## config.mk

```make
export PLATFORM = sky130hd
export DESIGN_NAME = complex_magnitude_range_check
export DESIGN_NICKNAME = d
export VERILOG_FILES = /design/src/cmr_pkg.sv /design/src/complex_magnitude_range_check.sv /design/src/cmr_sqsum.sv /design/src/cmr_isqrt.sv
export SDC_FILE = /design/constraint.sdc
export NUM_CORES = 1
export LEC_CHECK = 0
export ABC_AREA = 1
export BUFFER_PORTS_ARGS = -buffer_cell sky130_fd_sc_hd__clkbuf_2
export CORE_UTILIZATION = 45
export CTS_BUF_LIST = sky130_fd_sc_hd__clkbuf_2 sky130_fd_sc_hd__clkbuf_4 sky130_fd_sc_hd__clkbuf_8
export DETAILED_ROUTE_END_ITERATION = 16
export GPL_TIMING_DRIVEN = 1
export PLACE_DENSITY = 0.69
export SLEW_MARGIN = 10
export SYNTH_ARGS = -nofsm -noshare
export SYNTH_HDL_FRONTEND = slang
export SYNTH_SLANG_ARGS = --single-unit
```

## constraint.sdc

```tcl
create_clock -name i_clk -period 3.2 [get_ports i_clk]
set_input_delay 0.64 -clock i_clk [delete_from_list [all_inputs] [get_ports i_clk]]
set_output_delay 0.64 -clock i_clk [all_outputs]
set_load 0.005 [all_outputs]
```

## src/cmr_pkg.sv

```systemverilog
package cmr_pkg;

    localparam int unsigned FIELD_W = 16;
    localparam int unsigned SUM_W   = 2 * FIELD_W;
    localparam int unsigned REM_W   = FIELD_W + 3;
    localparam int unsigned STEPS   = FIELD_W;
    localparam int unsigned CNT_W   = $clog2(STEPS);
    localparam int unsigned SEL_W   = 2;
    localparam int unsigned IDX_W   = 2;

    // register indexes
    localparam logic [IDX_W-1:0] CFG_RANGE_SELECT    = 2'd0;
    localparam logic [IDX_W-1:0] CFG_UPPER_THRESHOLD = 2'd1;
    localparam logic [IDX_W-1:0] CFG_LOWER_THRESHOLD = 2'd2;

    // range codes
    localparam logic [SEL_W-1:0] RANGE_LOW  = 2'd0;
    localparam logic [SEL_W-1:0] RANGE_HIGH = 2'd1;

    localparam logic [SEL_W-1:0]   RST_RANGE_SELECT    = RANGE_HIGH;
    localparam logic [FIELD_W-1:0] RST_UPPER_THRESHOLD = 16'd15000;
    localparam logic [FIELD_W-1:0] RST_LOWER_THRESHOLD = 16'd2500;

    localparam logic [CNT_W-1:0] LAST_STEP = CNT_W'(STEPS - 1);

    typedef struct packed {
        logic busy;
        logic done;
    } t_unit_stat;

endpackage

```

## src/complex_magnitude_range_check.sv

```systemverilog
// Channel  | Ports                                         | Transfer
// ---------+-----------------------------------------------+---------------------------
// command  | start, busy, i_real_part, i_imag_part         | start && !busy at edge
// result   | o_valid, o_magnitude, o_want_*, o_mode_error  | o_valid, one cycle
// config   | i_cfg_we, i_cfg_idx, i_cfg_data               | i_cfg_we at edge
//
// Each item runs 16 serial multiply steps and then 16 square-root steps, with
// handoffs between; a new transfer is not taken until the item before is done.
// The result strobe rises the cycle busy falls; a new start may coincide.
// Synchronous active-low reset restores range high, thresholds 15000/2500.
// The result is shown for one cycle only; the receiver has no stall.
module complex_magnitude_range_check (
    input  logic                               i_clk,
    input  logic                               i_rst_n,
    input  logic                               start,
    output logic                               busy,
    input  logic signed [cmr_pkg::FIELD_W-1:0] i_real_part,
    input  logic signed [cmr_pkg::FIELD_W-1:0] i_imag_part,
    input  logic                               i_cfg_we,
    input  logic [cmr_pkg::IDX_W-1:0]          i_cfg_idx,
    input  logic [cmr_pkg::FIELD_W-1:0]        i_cfg_data,
    output logic                               o_valid,
    output logic [cmr_pkg::FIELD_W-1:0]        o_magnitude,
    output logic                               o_want_high_range,
    output logic                               o_want_low_range,
    output logic                               o_mode_error
);

    typedef enum logic [2:0] {
        ST_IDLE = 3'b001,
        ST_SQR  = 3'b010,
        ST_ROOT = 3'b100
    } t_state;

    t_state r_state, n_state;

    logic [cmr_pkg::SEL_W-1:0]   r_range_select;
    logic [cmr_pkg::FIELD_W-1:0] r_upper_threshold, r_lower_threshold;

    logic                        r_valid;
    logic [cmr_pkg::FIELD_W-1:0] r_magnitude;
    logic                        r_want_high, r_want_low, r_mode_error;

    logic                        w_accept, w_root_start, w_mode_ok;
    logic [cmr_pkg::SUM_W-1:0]   w_sum;
    logic [cmr_pkg::FIELD_W-1:0] w_root;
    cmr_pkg::t_unit_stat         w_sq_stat, w_rt_stat;

    assign busy         = (r_state != ST_IDLE);
    assign w_accept     = start && !busy;
    assign w_root_start = (r_state == ST_SQR) && w_sq_stat.done;
    assign w_mode_ok    = (r_range_select == cmr_pkg::RANGE_LOW)
                       || (r_range_select == cmr_pkg::RANGE_HIGH);

    cmr_sqsum u_sqsum (
        .i_clk       (i_clk),
        .i_rst_n     (i_rst_n),
        .i_start     (w_accept),
        .i_real_part (i_real_part),
        .i_imag_part (i_imag_part),
        .o_sum       (w_sum),
        .o_stat      (w_sq_stat)
    );

    cmr_isqrt u_isqrt (
        .i_clk      (i_clk),
        .i_rst_n    (i_rst_n),
        .i_start    (w_root_start),
        .i_radicand (w_sum),
        .o_root     (w_root),
        .o_stat     (w_rt_stat)
    );

    always_comb begin
        n_state = r_state;
        case (r_state)
            ST_IDLE: begin
                if (w_accept) n_state = ST_SQR;
            end
            ST_SQR: begin
                if (w_sq_stat.done) n_state = ST_ROOT;
            end
            ST_ROOT: begin
                if (w_rt_stat.done) n_state = ST_IDLE;
            end
            default: n_state = ST_IDLE;
        endcase
    end

    always_ff @(posedge i_clk) begin
        if (!i_rst_n) begin
            r_state           <= ST_IDLE;
            r_valid           <= 1'b0;
            r_range_select    <= cmr_pkg::RST_RANGE_SELECT;
            r_upper_threshold <= cmr_pkg::RST_UPPER_THRESHOLD;
            r_lower_threshold <= cmr_pkg::RST_LOWER_THRESHOLD;
        end else begin
            r_state <= n_state;
            r_valid <= (r_state == ST_ROOT) && w_rt_stat.done;
            if (i_cfg_we) begin
                case (i_cfg_idx)
                    cmr_pkg::CFG_RANGE_SELECT:
                        r_range_select <= i_cfg_data[cmr_pkg::SEL_W-1:0];
                    cmr_pkg::CFG_UPPER_THRESHOLD: r_upper_threshold <= i_cfg_data;
                    cmr_pkg::CFG_LOWER_THRESHOLD: r_lower_threshold <= i_cfg_data;
                    default: ;
                endcase
            end
        end
    end

    always_ff @(posedge i_clk) begin
        if ((r_state == ST_ROOT) && w_rt_stat.done) begin
            r_magnitude  <= w_mode_ok ? w_root : '0;
            r_want_high  <= (r_range_select == cmr_pkg::RANGE_LOW)
                         && (w_root > r_upper_threshold);
            r_want_low   <= (r_range_select == cmr_pkg::RANGE_HIGH)
                         && (w_root < r_lower_threshold);
            r_mode_error <= !w_mode_ok;
        end
    end

    assign o_valid           = r_valid;
    assign o_magnitude       = r_magnitude;
    assign o_want_high_range = r_want_high;
    assign o_want_low_range  = r_want_low;
    assign o_mode_error      = r_mode_error;

endmodule

```

## src/cmr_sqsum.sv

```systemverilog
// Bit-serial re^2 + im^2: one multiplier bit of each square per cycle,
// both partial products added into the upper half, then shifted right.
module cmr_sqsum (
    input  logic                           i_clk,
    input  logic                           i_rst_n,
    input  logic                           i_start,
    input  logic signed [cmr_pkg::FIELD_W-1:0] i_real_part,
    input  logic signed [cmr_pkg::FIELD_W-1:0] i_imag_part,
    output logic [cmr_pkg::SUM_W-1:0]      o_sum,
    output cmr_pkg::t_unit_stat            o_stat
);

    logic [cmr_pkg::FIELD_W-1:0] r_ma, r_mi, r_qa, r_qi, r_lo;
    logic [cmr_pkg::FIELD_W:0]   r_hi;
    logic [cmr_pkg::CNT_W-1:0]   r_cnt;
    logic                        r_busy, r_done;

    logic [cmr_pkg::FIELD_W-1:0] w_abs_re, w_abs_im;
    logic [cmr_pkg::FIELD_W+1:0] w_acc;

    assign w_abs_re = i_real_part[cmr_pkg::FIELD_W-1] ? (~i_real_part + 1'b1) : i_real_part;
    assign w_abs_im = i_imag_part[cmr_pkg::FIELD_W-1] ? (~i_imag_part + 1'b1) : i_imag_part;

    assign w_acc = {1'b0, r_hi}
                 + {2'b00, (r_qa[0] ? r_ma : '0)}
                 + {2'b00, (r_qi[0] ? r_mi : '0)};

    always_ff @(posedge i_clk) begin
        if (!i_rst_n) begin
            r_busy <= 1'b0;
            r_done <= 1'b0;
            r_cnt  <= '0;
        end else begin
            r_done <= 1'b0;
            if (i_start && !r_busy) begin
                r_busy <= 1'b1;
                r_cnt  <= '0;
            end else if (r_busy) begin
                r_cnt <= r_cnt + 1'b1;
                if (r_cnt == cmr_pkg::LAST_STEP) begin
                    r_busy <= 1'b0;
                    r_done <= 1'b1;
                end
            end
        end
    end

    always_ff @(posedge i_clk) begin
        if (i_start && !r_busy) begin
            r_ma <= w_abs_re;
            r_mi <= w_abs_im;
            r_qa <= w_abs_re;
            r_qi <= w_abs_im;
            r_hi <= '0;
            r_lo <= '0;
        end else if (r_busy) begin
            r_qa <= r_qa >> 1;
            r_qi <= r_qi >> 1;
            r_hi <= w_acc[cmr_pkg::FIELD_W+1:1];
            r_lo <= {w_acc[0], r_lo[cmr_pkg::FIELD_W-1:1]};
        end
    end

    // sum never exceeds 2^31, so the top bit of r_hi is always zero here
    assign o_sum       = {r_hi[cmr_pkg::FIELD_W-1:0], r_lo};
    assign o_stat.busy = r_busy;
    assign o_stat.done = r_done;

endmodule

```

## src/cmr_isqrt.sv

```systemverilog
// Restoring square root, two radicand bits in and one root bit out per cycle.
module cmr_isqrt (
    input  logic                         i_clk,
    input  logic                         i_rst_n,
    input  logic                         i_start,
    input  logic [cmr_pkg::SUM_W-1:0]    i_radicand,
    output logic [cmr_pkg::FIELD_W-1:0]  o_root,
    output cmr_pkg::t_unit_stat          o_stat
);

    logic [cmr_pkg::SUM_W-1:0]   r_x;
    logic [cmr_pkg::REM_W-1:0]   r_rem;
    logic [cmr_pkg::FIELD_W-1:0] r_root;
    logic [cmr_pkg::CNT_W-1:0]   r_cnt;
    logic                        r_busy, r_done;

    logic [cmr_pkg::REM_W-1:0] w_shift, w_trial;
    logic                      w_ge;

    // remainder stays below 2^17 between steps
    assign w_shift = {r_rem[cmr_pkg::REM_W-3:0], r_x[cmr_pkg::SUM_W-1 -: 2]};
    assign w_trial = {1'b0, r_root, 2'b01};
    assign w_ge    = (w_shift >= w_trial);

    always_ff @(posedge i_clk) begin
        if (!i_rst_n) begin
            r_busy <= 1'b0;
            r_done <= 1'b0;
            r_cnt  <= '0;
        end else begin
            r_done <= 1'b0;
            if (i_start && !r_busy) begin
                r_busy <= 1'b1;
                r_cnt  <= '0;
            end else if (r_busy) begin
                r_cnt <= r_cnt + 1'b1;
                if (r_cnt == cmr_pkg::LAST_STEP) begin
                    r_busy <= 1'b0;
                    r_done <= 1'b1;
                end
            end
        end
    end

    always_ff @(posedge i_clk) begin
        if (i_start && !r_busy) begin
            r_x    <= i_radicand;
            r_rem  <= '0;
            r_root <= '0;
        end else if (r_busy) begin
            r_x    <= {r_x[cmr_pkg::SUM_W-3:0], 2'b00};
            r_rem  <= w_ge ? (w_shift - w_trial) : w_shift;
            r_root <= {r_root[cmr_pkg::FIELD_W-2:0], w_ge};
        end
    end

    assign o_root      = r_root;
    assign o_stat.busy = r_busy;
    assign o_stat.done = r_done;

endmodule

```

==> Word-level counts from Yosys, hierarchy flattened <==
Cells that the tools add are included.
{ "op_classes": {"addsub": 7, "order_cmp": 3, "n_eq_ne": 12, "muxes": 23, "bitwise_logic": 5, "n_reduce_logical": 24} }
{ "ops": {"columns": ["operator", "n"], "rows": [
  ["two-way mux 16 bit", 8],
  ["two-way mux 32 bit", 2],
  ["adder 16 x 1 -> 16 bit, second input constant", 2],
  ["inverter 16 bit", 2],
  [">= comparator 19 x 18 -> 1 bit", 1],
  ["adder 17 x 16 -> 18 bit", 1],
  ["adder 18 x 16 -> 18 bit", 1],
  ["two-way mux 17 bit", 1],
  ["subtractor 17 bit", 1],
  ["greater-than comparator 16 bit", 1],
  ["less-than comparator 16 bit", 1],
  ["two-way mux 3 bit", 3],
  ["one-hot mux 3 bit (3 select lines)", 1],
  ["adder 4 x 1 -> 4 bit, second input constant", 2],
  ["== test 4 bit, second input constant", 2],
  ["two-way mux 1 bit", 8],
  ["logical AND 1 bit", 7],
  ["inequality test 2 x 1 -> 1 bit, second input constant", 3],
  ["AND reduction 2 bit", 3],
  ["OR reduction 3 bit", 2],
  ["== test 2 x 1 -> 1 bit, second input constant", 2],
  ["zero test 1 bit", 4],
  ["zero test 2 bit", 2],
  ["nonzero test 2 bit", 2],
  ["9 further kinds", 12]
]} }
{ "word_totals": {"regBits": 231, "input_bits": 54, "output_inout_bits": 21} }

==> Logic depth before layout (Yosys ltp) <==
Gate-level depths: netlist (run 1).
{ "depth": {"word_depth": 5, "mapped_depth": 16, "ltp_nobuf": 14} }

==> By module <==
Synthesis (run 1) repeated with hierarchy kept, for this count alone.
{ "hier_totals": {"hier_cells": 1625, "hier_area_um2": 12918.6} }
{ "modules_own_cells": {"columns": ["module", "n_inst", "cells_each", "area_per_inst_um2", "seq_area_each_um2"], "rows": [
  ["cmr_sqsum", 1, 744, 6069.6, 2702.6],
  ["cmr_isqrt", 1, 541, 3958.8, 1741.7],
  ["complex_magnitude_range_check", 1, 340, 2890.3, 1331.3]
]} }

==> Worst setup path after synthesis (run 1) <==
Ideal clock, no wire load.
{ "synth_timing": {"kind": "register to register", "start": "register u_sqsum.r_qi[0] (netlist bit)", "end": "register u_sqsum.r_hi[10] (netlist bit)", "setup_ns": 0.141, "arrival_ns": 2.810, "slack_ns": 0.249, "stages_incl_launch_ff": 16, "n_path_buf": 2, "synth_period_minus_slack_ns": 2.951, "path_cell_list": "edfxtp_1 > clkbuf_1 > clkbuf_1 > nand2_1 > fa_1 > inv_1 > ha_1 > inv_1 > fa_1 > o21ai_2 > nand2_1 > nand2_1 > a21oi_1 > or2_2 > nand3_1 > o21ai_1"} }
{ "synth_via": {"elab_chain_cells": 2} }
{ "synth_rtl": {"columns": ["element", "line", "source"], "rows": [
  ["from (decl)", "cmr_sqsum.sv:13", "logic [cmr_pkg::FIELD_W-1:0] r_ma, r_mi, r_qa, r_qi, r_lo;"],
  ["from (signal assigned)", "cmr_sqsum.sv:53", "r_qi <= w_abs_im;"],
  ["from (signal assigned)", "cmr_sqsum.sv:58", "r_qi <= r_qi >> 1;"],
  ["two-way mux 16 bit", "cmr_sqsum.sv:26", "+ {2'b00, (r_qi[0] ? r_mi : '0)};"],
  ["adder 18 x 16 -> 18 bit", "cmr_sqsum.sv:26", null],
  ["to (signal assigned)", "cmr_sqsum.sv:59", "r_hi <= w_acc[cmr_pkg::FIELD_W+1:1];"],
  ["to (decl)", "cmr_sqsum.sv:14", "logic [cmr_pkg::FIELD_W:0] r_hi;"]
]} }
Every way passes these cells.
A chain may end at the register's enable or synchronous reset.

==> Worst setup path after layout (run 1) <==
Ends and elaborated chain as after synthesis.

==> results of run 1 <==
==> cells in the mapped netlist (all sizes together) (11+ instances only) <==
library cell and n:
xnor2 20, edfxtp 115, ha 69, inv 240, xor2 16, buf 24
a21oi 85, nand3b 15, a22oi 33, nor2 88, nand2 431, nor3 19
clkbuf 25, nand3 70, fa 17, o21ai 76, o211ai 12, nand4 11
dfxtp 116
==> placed cells by master (no fill, tap or decap), types with 17 or more instances in the layout <==
cell	n
a21oi_1	80
a22oi_1	33
clkbuf_2	74
clkbuf_4	19
clkbuf_8	48
dfxtp_1	116
edfxtp_1	115
fa_1	17
ha_1	69
inv_1	232
nand2_1	423
nand3_1	68
nor2_1	82
o21ai_0	62
xnor2_1	20
==> metal layers <==
| layer | GRT usage (%) | vias up |
|---|---|---|
| li1 | - | 5064 |
| met1 | 23.7 | 4463 |
| met2 | 32.4 | 216 |
| met3 | 2.99 | 59 |
| met4 | 7.83 | 0 |
| met5 | 0 | - |
==> path summary, 6_finish.rpt <==
| check | to | cells after the start |
|---|---|---|
| max | u_sqsum.r_hi[10] | 13 |
| min | u_sqsum.r_mi[0] | 1 |
| max reg2reg | u_sqsum.r_hi[10] | 13 |
| min reg2reg | u_sqsum.r_hi[13] | 2 |
==> power by group <==
part	internal, W	total, W	switching [W]
Clock	0.00183	0.00300	0.00118
Sequential	0.00339	0.00350	0.000106
Combinational	0.000591	0.00167	0.00108
Total	0.00581	0.00817	0.00236
==> cell type report <==
class	count	area, sq um
multi-input combinational	987	5550
inverter	240	901
fill	2539	13000
timing repair buffer	89	483
clock buffer	67	803
clock inverter	7	114
tap	341	427
sequential	231	5780
==> worst max-delay path, stage by stage, from the launching register on <==
cell	delay, ns
edfxtp_1	0.41
nand2_1	0.10
fa_1	0.41
inv_1	0.07
ha_1	0.17
inv_1	0.06
fa_1	0.41
o21ai_2	0.23
nand2_1	0.08
nand2_1	0.13
a21oi_1	0.09
or2_2	0.28
nand3_1	0.06
o21ai_1	0.07
==> flip-flops by register name (all words and copies together), names as in the netlist, 2 cells and up <==
| name | cells |
|---|---|
| o_magnitude | 16 |
| r_range_select | 2 |
| u_isqrt.r_cnt | 4 |
| u_sqsum.r_mi | 16 |
| r_state | 3 |
| u_sqsum.r_cnt | 4 |
| u_isqrt.r_x | 32 |
| r_lower_threshold | 16 |
| u_sqsum.r_ma | 16 |
| u_sqsum.r_qi | 16 |
| u_sqsum.r_qa | 16 |
| r_upper_threshold | 16 |
| u_sqsum.r_hi | 17 |
| u_isqrt.o_root | 16 |
| u_sqsum.r_lo | 16 |
| u_isqrt.r_rem | 17 |
==> stage by stage <==
stage | cell area (sq um) | total power (W)
global route | 14000 | 0.00869
detailed placement | 13100 | 0.00522
floorplan | 12500 | 0.00480
CTS | 14000 | 0.00826
finish | 14000 | 0.00817
global placement | 13100 | 0.00516
==> kinds of logic after synthesis <==
group | synth area share [%]
XOR/XNOR | 2.53
AO/OA/AOI/OAI | 10.5
flip-flops | 46.4
AND/OR/NAND/NOR | 21.8
adder cells (fa/ha/maj) | 9.66
buffers and inverters | 9.11
==> results.cfg, run 1 <==
[status]
status = complete, no violations

[critical_path]
path_max_fanout = 5
startpoint = u_sqsum.r_qi[0]
worst_ep_required_time_ns = 3.60
regToRegSetupSlack_ns = 0.50
criticalPathCategory = reg2reg
r2r-start = u_sqsum.r_qi[0]
end_kind = flip-flop
arrival_ns = 3.10
cp-start-kind = flip-flop

[detailed_routing]
drt_iter0_drc = 696
route.met2.wl_um = 12400
drt_pass1_iterations = 5
wl_per_cell_um = 13.2
via_per_inst = 5.00
wl_met1_um = 11600
drc = 0
vias = 9802
dr_wl_met3_um = 1060
top_layer_used = met4
drtAntennaViolNets = 0
drt_wl_total_um = 25900

[clock_tree]
cts_sinks = 231
cts.repair.resized = 0
insertion_delay_ns = 0.55
cts_tree = yes
cts_buffer_depth = 3
cts_buffers = 40
cts-root-buf = clkbuf_8
postCtsHoldBufs = 0
cts.htree.levels = 2
path_clk_slew_ns = 0.06
post-cts-setup-buffers = 0

[grt]
grt_pass1_wl_um = 43900
grt.overflow.total = 0
grt_max_degree = 59
grt_pass1_vias = 9287
antenna_found_initial = 0
grtUsageTotal_pct = 18.9

[floorplanning]
dieArea_sq_um = 28400
rows = 60
io_pins = 75
initial_core_util_pct = 46.1
die_x_um = 168
die_y_um = 168
design.core.area_sq_um = 27000

[power]
power_density_nw_per_um2 = 582
ir_drop_uv = 319
power_leakage_nw = 6.81

[placement]
io_buffer_count = 74
gp_congestion = 0.883
place_ws_ns = 0.515
numPlacedInstances = 1888
dp_hpwl_um = 18700

[worst_hold_path]
hold_path.class = in2reg
hold_start = i_imag_part[0]

[synthesis]
synth_top_area_cell = edfxtp_1
async_flop_share_pct = 0
yosysWarnings = 0
synth_nets = 1647
synthCells = 1507
synth_area_sq_um = 12500
ys_seq_elements = 231
synth_edf_count = 115
synth_top_cell_area_share_pct = 27.7
synth_cell_type_count = 46
synth.avg_cell_area_sq_um = 8.27
synth.area.top_cells = edfxtp_1 28%, dfxtp_1 19%, nand2_1 13%
synthFlopType = dfxtp_1
seq_area_frac_synth_pct = 46.4

[timing]
timing.fmax_mhz = 371
slew_viol_final = 0
clock_skew_ns = 0.0223
fin_crit_ns = 2.70
fin_ws_ns = 0.503
hold-worst-slack_ns = 0.307
rsz0062_at_grt = false
fin_crit_sh_pct = 84.3
worst_pin_slew_ns = 0.710
final_hold_viol_count = 0
max_slew_margin_pct = 52.6
finalSetupTns_ns = 0
setup_viol = 0

[run]
drv_cap = 0

[finish]
nNetsFinal = 1729
drive_above_1_share_pct = 12.7
insertedDiodeCount = 0
area_growth_syn_to_layout_pct = 12.8
fin_cells = 1962
post-route-util_pct = 52.0
Power figures use the tool's default switching activity.
==> run 2, diff against run 1 <==
--- a/config.mk
+++ b/config.mk
@@ -5,13 +5,13 @@
 export SDC_FILE = /design/constraint.sdc
 export NUM_CORES = 1
 export LEC_CHECK = 0
-export ABC_AREA = 1
+export ABC_AREA = 0
 export BUFFER_PORTS_ARGS = -buffer_cell sky130_fd_sc_hd__clkbuf_2
 export CORE_UTILIZATION = 45
 export CTS_BUF_LIST = sky130_fd_sc_hd__clkbuf_2 sky130_fd_sc_hd__clkbuf_4 sky130_fd_sc_hd__clkbuf_8
 export DETAILED_ROUTE_END_ITERATION = 16
 export GPL_TIMING_DRIVEN = 1
-export PLACE_DENSITY = 0.69
+export PLACE_DENSITY = 0.71
 export SLEW_MARGIN = 10
 export SYNTH_ARGS = -nofsm -noshare
 export SYNTH_HDL_FRONTEND = slang
==> constraint.sdc (replaced) <==
create_clock -name i_clk -period 2.38 [get_ports i_clk]
set_input_delay 0.476 -clock i_clk [delete_from_list [all_inputs] [get_ports i_clk]]
set_output_delay 0.476 -clock i_clk [all_outputs]
set_load 0.005 [all_outputs]
==> run 2 against run 1 <==
Area after synthesis shrank 5.8%. Final area grew 7.7%. Total power increased by 43%. Sequential share of layout area is 2.8 points lower. Synthesized cell count is 21% lower. Core utilization grew 7.6 points. The run now ends with setup timing left. Highest routed layer unchanged. Hold slack lost 0.14 ns. Clock power rose by 30%. Routed wire length grew 3.9%.
==> results.cfg, run 2 <==
[status]
status = finished, violations left
violations = setup timing

[floorplanning]
die_x_um = 163
initial_core_util_pct = 46.2
design.core.area_sq_um = 25400
rows = 58
io_pins = 75
die_y_um = 163
dieArea_sq_um = 26700

[timing]
clock_skew_ns = 0.0397
setup_viol = 30
max_slew_margin_pct = 11.4
rsz0062_at_grt = true
final_hold_viol_count = 0
hold-worst-slack_ns = 0.162
fin_crit_ns = 3.29
fin_ws_ns = -0.913
slew_viol_final = 0
worst_pin_slew_ns = 1.33
timing.fmax_mhz = 304
fin_crit_sh_pct = 138
finalSetupTns_ns = -9.75

[power]
ir_drop_uv = 418
power_density_nw_per_um2 = 774
p_int_w = 0.00839
p_sw_w = 0.00333
p_sw_share_pct = 28.4
pwr-share-clk_pct = 33.2
power_leakage_nw = 6.56
p_comb_share_pct = 26.6
seqPwrFrac_pct = 40.2

[placement]
gp_congestion = 0.885
dp_hpwl_um = 18500
numPlacedInstances = 1677
io_buffer_count = 74

[clock_tree]
cts_tree = yes
cts_buffer_depth = 3
cts-root-buf = clkbuf_8
path_clk_slew_ns = 0.07
cts_buffers = 41
cts.htree.levels = 2
insertion_delay_ns = 0.55
cts_sinks = 231

[run]
drv_cap = 0

[grt]
grt_max_degree = 49
grt_pass1_wl_um = 43800
antenna_found_initial = 0
grt_pass1_vias = 9146
grtUsageTotal_pct = 20.4
grt.overflow.total = 0

[synthesis]
synthFlopType = dfxtp_1
synth_top_cell_area_share_pct = 29.4
async_flop_share_pct = 0
synth.avg_cell_area_sq_um = 9.87
synth_nets = 1328
synth_cell_type_count = 65
yosys-top-cells-count = 221 x nand2_1, 116 x dfxtp_1, 115 x edfxtp_1
synth_most_common_cell = nand2_1
synth_top_area_cell = edfxtp_1
ys_seq_elements = 231
seq_area_frac_synth_pct = 49.2
synth.area.top_cells = edfxtp_1 29%, dfxtp_1 20%, ha_1 7.4%
yosysWarnings = 0
synthCells = 1188
synth_area_sq_um = 11700
synth_edf_count = 115

[detailed_routing]
wl_per_cell_um = 15.1
drtAntennaViolNets = 0
drc = 0
vias = 9296
drt_pass1_iterations = 6
drt_wl_total_um = 27000
drt_iter0_drc = 458
via_per_inst = 5.22

[critical_path]
regToRegSetupSlack_ns = -0.91
cp-start-kind = flip-flop
end_kind = flip-flop
arrival_ns = 3.74
criticalPathCategory = reg2reg
path_max_fanout = 2
worst_ep_required_time_ns = 2.83

[finish]
nNetsFinal = 1560
insertedDiodeCount = 0
final_cell_mix = 215 x nand2_1, 142 x buf_4, 115 x edfxtp_1
area_growth_syn_to_layout_pct = 29.0
drive_above_1_share_pct = 30.3
largestRegisters = u_isqrt.r_x x32, u_isqrt.r_rem x17, u_sqsum.r_hi x17
fin_cells = 1780
mostFrequentLayoutCell = nand2_1
largest_register_ffs = 32
max_flop_register = u_isqrt.r_x

[worst_hold_path]
hold_path.class = in2reg
## run 2: changes by cell type after synthesis, moves of 11 or more
cell	before	now
nand3_1	68	19
buf_2	16	0
a21oi_1	80	44
xnor2_1	20	36
mux2_2	0	36
nand2_1	423	221
o21ai_0	62	44
nand3b_1	14	3
a22oi_1	33	2
nor2_1	82	64
clkbuf_1	25	39
o22ai_1	3	24
a21o_1	3	19
inv_1	232	110
## run 2: layout make-up
cell class / instances / area [sq um]
repair buffers: 237 / 1720
clock buffers: 60 / 726
well taps: 330 / 413
fillers: 2034 / 10300
clock inverters: 13 / 144
multi-input cells: 797 / 5920
inverters: 112 / 420
flip-flops and latches: 231 / 5790
## run 2: metal layers
metal	GRT usage (%)	vias up	wire length [um]
li1	-	4609	-
met1	25.0	4362	11900
met2	35.6	259	12900
met3	3.53	66	1350
met4	7.45	0	817
met5	0	-	0
## run 2: worst paths after layout
| kind | endpoint | cells after the start | startpoint |
|---|---|---|---|
| max | u_sqsum.r_hi[15] | 14 | u_sqsum.r_qa[0] |
| max reg2reg | u_sqsum.r_hi[15] | 14 | u_sqsum.r_qa[0] |
| min | r_lower_threshold[9] | 3 | i_cfg_data[9] |
| min reg2reg | u_sqsum.r_lo[0] | 2 | u_sqsum.r_lo[0] |
## run 2: critical path: stages, from the launching register on
cell	delay [ns]
edfxtp_1	0.39
buf_6	0.12
nand2_4	0.04
fa_1	0.57
inv_1	0.05
ha_1	0.26
a21o_1	0.16
a21o_1	0.20
a2111oi_4	0.37
buf_4	0.18
nor3_2	0.04
o21bai_1	0.20
a21boi_1	0.11
or4_1	0.41
nand4_1	0.11
## run 2: kinds of logic (layout without fill, tap and decap cells)
logic type               after synthesis  count (layout)  share of synthesized area [%]
adder cells (fa/ha/maj)               86              86                           10.3
XOR/XNOR                              54              54                           4.03
multiplexers                          43              43                           4.05
buffers and inverters                160             422                           5.28
AO/OA/AOI/OAI                        222             222                           12.5
AND/OR/NAND/NOR                      392             392                           14.7
flip-flops                           231             231                           49.2
## run 2: metrics by stage
stage	area [sq um]	total power, W	setup WS, ns	util [%]
finish	15100	0.0117	-0.913	59.6
global route	15100	0.0124	-1.09	59.6
CTS	14900	0.0116	-0.851	58.5
detailed placement	13500	0.00754	-1.00	53.0
global placement	13500	0.00742	-0.913	53.0
floorplan	11900	0.00648	-0.828	-
## run 2: what timing repair did
action / in CTS / in global routing
gates cloned: 2 / 0
endpoints found under the setup margin: 32 / 32
gates resized for setup: 76 / 48
hold endpoints to repair: 0 / 0
hold buffers: 0 / 0
pin swaps: 44 / 41
buffers inserted: 25 / 11
## run 2: power groups by stage
stage	combinational, W	sequential [W]	clock, W
after detailed placement	0.00275	0.00479	0
after global placement	0.00264	0.00478	0
after floorplan	0.00175	0.00473	0
final	0.00312	0.00471	0.00390
after CTS	0.00298	0.00471	0.00396
after global routing	0.00349	0.00474	0.00416
==> run 3, diff against run 2 <==
--- a/config.mk
+++ b/config.mk
@@ -7,6 +7,7 @@
 export LEC_CHECK = 0
 export ABC_AREA = 0
 export BUFFER_PORTS_ARGS = -buffer_cell sky130_fd_sc_hd__clkbuf_2
+export CORE_ASPECT_RATIO = 1.75
 export CORE_UTILIZATION = 45
 export CTS_BUF_LIST = sky130_fd_sc_hd__clkbuf_2 sky130_fd_sc_hd__clkbuf_4 sky130_fd_sc_hd__clkbuf_8
 export DETAILED_ROUTE_END_ITERATION = 16
==> run 3 against run 2 <==
Count of clock-buffer cells in the layout down 8. Sequential share of layout area about the same. Via count up 1.2%. First-iteration DRC count down 10%. The run still ends with setup timing left. Flip-flop and latch count unchanged. Critical endpoint is now u_sqsum.r_hi[9].
==> results.cfg, run 3 (same netlist as run 2, synthesis figures left out) <==
[worst_hold_path]
hold_depth = 3
hold_path.class = in2reg
hold-path-endpoint = r_lower_threshold[9]
hold_start = i_cfg_data[9]

[finish]
largestRegisters = u_isqrt.r_x x32, u_isqrt.r_rem x17, u_sqsum.r_hi x17
fin_cells = 1763
final_cell_mix = 212 x nand2_1, 150 x buf_4, 115 x edfxtp_1
mostFrequentLayoutCell = nand2_1
insertedDiodeCount = 0
drive_above_1_share_pct = 31.0
max_flop_register = u_isqrt.r_x
nFillCells = 2129
area_growth_syn_to_layout_pct = 28.8
nNetsFinal = 1560
largest_register_ffs = 32

[status]
status = finished, violations left
violations = setup timing

[critical_path]
cp-start-kind = flip-flop
slowest_delay_ns = 0.54
crit_top_cell = a21o_1
end_kind = flip-flop
arrival_ns = 3.72
path_max_fanout = 4
reg2reg_depth = 13
worst_ep_required_time_ns = 2.81
worst_path_max_delay_cell = fa_1
regToRegSetupSlack_ns = -0.91
critical_path.cell_chain = buf_6 > nand2_4 > fa_1 > inv_1 > ha_1 > a21o_1 > a21o_1 > a2111oi_4 > o31a_1 > nor2b_1 > o21a_1 > or3_1 > a32o_1
r2r-start = u_sqsum.r_qa[0]
criticalPathCategory = reg2reg
reg2reg_to = u_sqsum.r_hi[9]

[power]
pwr-share-clk_pct = 30.8
power_leakage_nw = 6.54
seqPwrFrac_pct = 41.2
p_int_w = 0.00807
power_density_nw_per_um2 = 755
p_comb_share_pct = 27.9
p_sw_share_pct = 29.2
p_sw_w = 0.00333
ir_drop_uv = 494

[clock_tree]
insertion_delay_ns = 0.55
cts.htree.levels = 2
cts_tree = yes
path_clk_slew_ns = 0.06
cts_buffer_depth = 3
cts_sinks = 231
cts-root-buf = clkbuf_8
postCtsHoldBufs = 0
cts_buffers = 36

[floorplanning]
die_y_um = 216
die_x_um = 124
design.core.area_sq_um = 25400
io_pins = 75
dieArea_sq_um = 26700
initial_core_util_pct = 46.1
rows = 77

[timing]
timing.fmax_mhz = 304
rsz0062_at_grt = true
final_hold_viol_count = 0
fin_ws_ns = -0.908
max_slew_margin_pct = 48.7
fin_crit_ns = 3.29
clock_skew_ns = 0.0190
setup_viol = 30
slew_viol_final = 0
worst_pin_slew_ns = 0.769
fin_crit_sh_pct = 138
hold-worst-slack_ns = 0.161

[detailed_routing]
vias = 9405
via_per_inst = 5.33
drc = 0
drt_wl_total_um = 28000
drt_iter0_drc = 412
drtAntennaViolNets = 0
wl_per_cell_um = 15.9
drt_pass1_iterations = 5

[grt]
grt_max_degree = 53
antenna_found_initial = 0
grt_pass1_vias = 9446
grt.overflow.total = 0
grtUsageTotal_pct = 21.2
grt_pass1_wl_um = 44500

[placement]
gp_congestion = 0.842
numPlacedInstances = 1665
dp_hpwl_um = 19400
io_buffer_count = 74

[run]
drv_cap = 0
==> run 3: cell count changes in the layout (fill, tap and decap cells not counted), moves of 3 or more <==
cell | previous run | this run
nand2_1 | 215 | 212
inv_1 | 101 | 98
buf_4 | 142 | 150
inv_2 | 9 | 12
dfxtp_1 | 104 | 108
buf_6 | 14 | 10
clkbuf_4 | 16 | 8
buf_12 | 5 | 8
dfxtp_2 | 12 | 8
nand2_2 | 3 | 8
==> run 3: critical path: cells and delay by family (launching register included) <==
| family | cells | cell delay (ns) |
|---|---|---|
| flip-flops | 1 | 0.37 |
| buffers and inverters | 2 | 0.20 |
| adder cells (fa/ha/maj) | 2 | 0.81 |
| AND/OR/NAND/NOR | 3 | 0.41 |
| AO/OA/AOI/OAI | 6 | 1.37 |
==> run 3: power groups by stage <==
stage	logic [W]	registers, W	clock network [W]
floorplan	0.00175	0.00473	0
global placement	0.00268	0.00479	0
detailed placement	0.00277	0.00480	0
CTS	0.00287	0.00470	0.00360
global route	0.00356	0.00474	0.00377
finish	0.00319	0.00470	0.00351
==> run 3: layout make-up <==
cell class	instances	area (sq um)	share of cell area [%]
Clock inverter	13	95.1	0.630
Inverter	112	420	2.78
Multi-Input combinational cell	797	5970	39.6
Clock buffer	52	666	4.41
Sequential cell	231	5790	38.3
Timing Repair Buffer	242	1770	11.7
Tap cell	316	395	2.62
==> run 3: repair_timing <==
| item | 4_1_cts | 5_1_grt |
|---|---|---|
| buffers inserted | 19 | 17 |
| gates cloned | 3 | 0 |
| endpoints found under the setup margin | 32 | 32 |
| pin swaps | 36 | 36 |
| gates resized for setup | 64 | 62 |
==> run 3: stage by stage <==
stage               setup TNS (ns)  setup WS, ns  total power [W]  area [sq um]  util (%)
finish                       -9.71        -0.908           0.0114         15100      59.4
global route                -13.60         -1.06           0.0121         15100      59.4
CTS                         -10.16        -0.865           0.0112         14800      58.0
detailed placement          -11.49         -1.06          0.00757         13500      52.9
global placement             -9.75        -0.983          0.00746         13500      52.9
floorplan                    -5.96        -0.828          0.00648         11900         -
==> run 3: how the worst max path moves through the flow <==
| stage | startpoint | end | slack (ns) | depth (start not counted) |
|---|---|---|---|---|
| after floorplan | u_sqsum.r_qa[0] | u_sqsum.r_hi[9] | -0.83 | 13 |
| after global placement | u_sqsum.r_qi[0] | u_sqsum.r_hi[16] | -0.98 | 12 |
| after detailed placement | u_sqsum.r_qi[0] | u_sqsum.r_hi[16] | -1.06 | 12 |
| after CTS | u_sqsum.r_qi[0] | u_sqsum.r_hi[9] | -0.86 | 12 |
| after global routing | u_sqsum.r_qa[0] | u_sqsum.r_hi[9] | -1.06 | 13 |
| final | u_sqsum.r_qa[0] | u_sqsum.r_hi[9] | -0.91 | 13 |
==> run 3: per-layer routing <==
| layer | track usage, % | up-vias | wire (um) |
|---|---|---|---|
| li1 | - | 4595 | - |
| met1 | 21.0 | 4478 | 10200 |
| met2 | 39.4 | 226 | 15200 |
| met3 | 3.41 | 106 | 932 |
| met4 | 13.6 | 0 | 1710 |
| met5 | 0 | - | 0 |
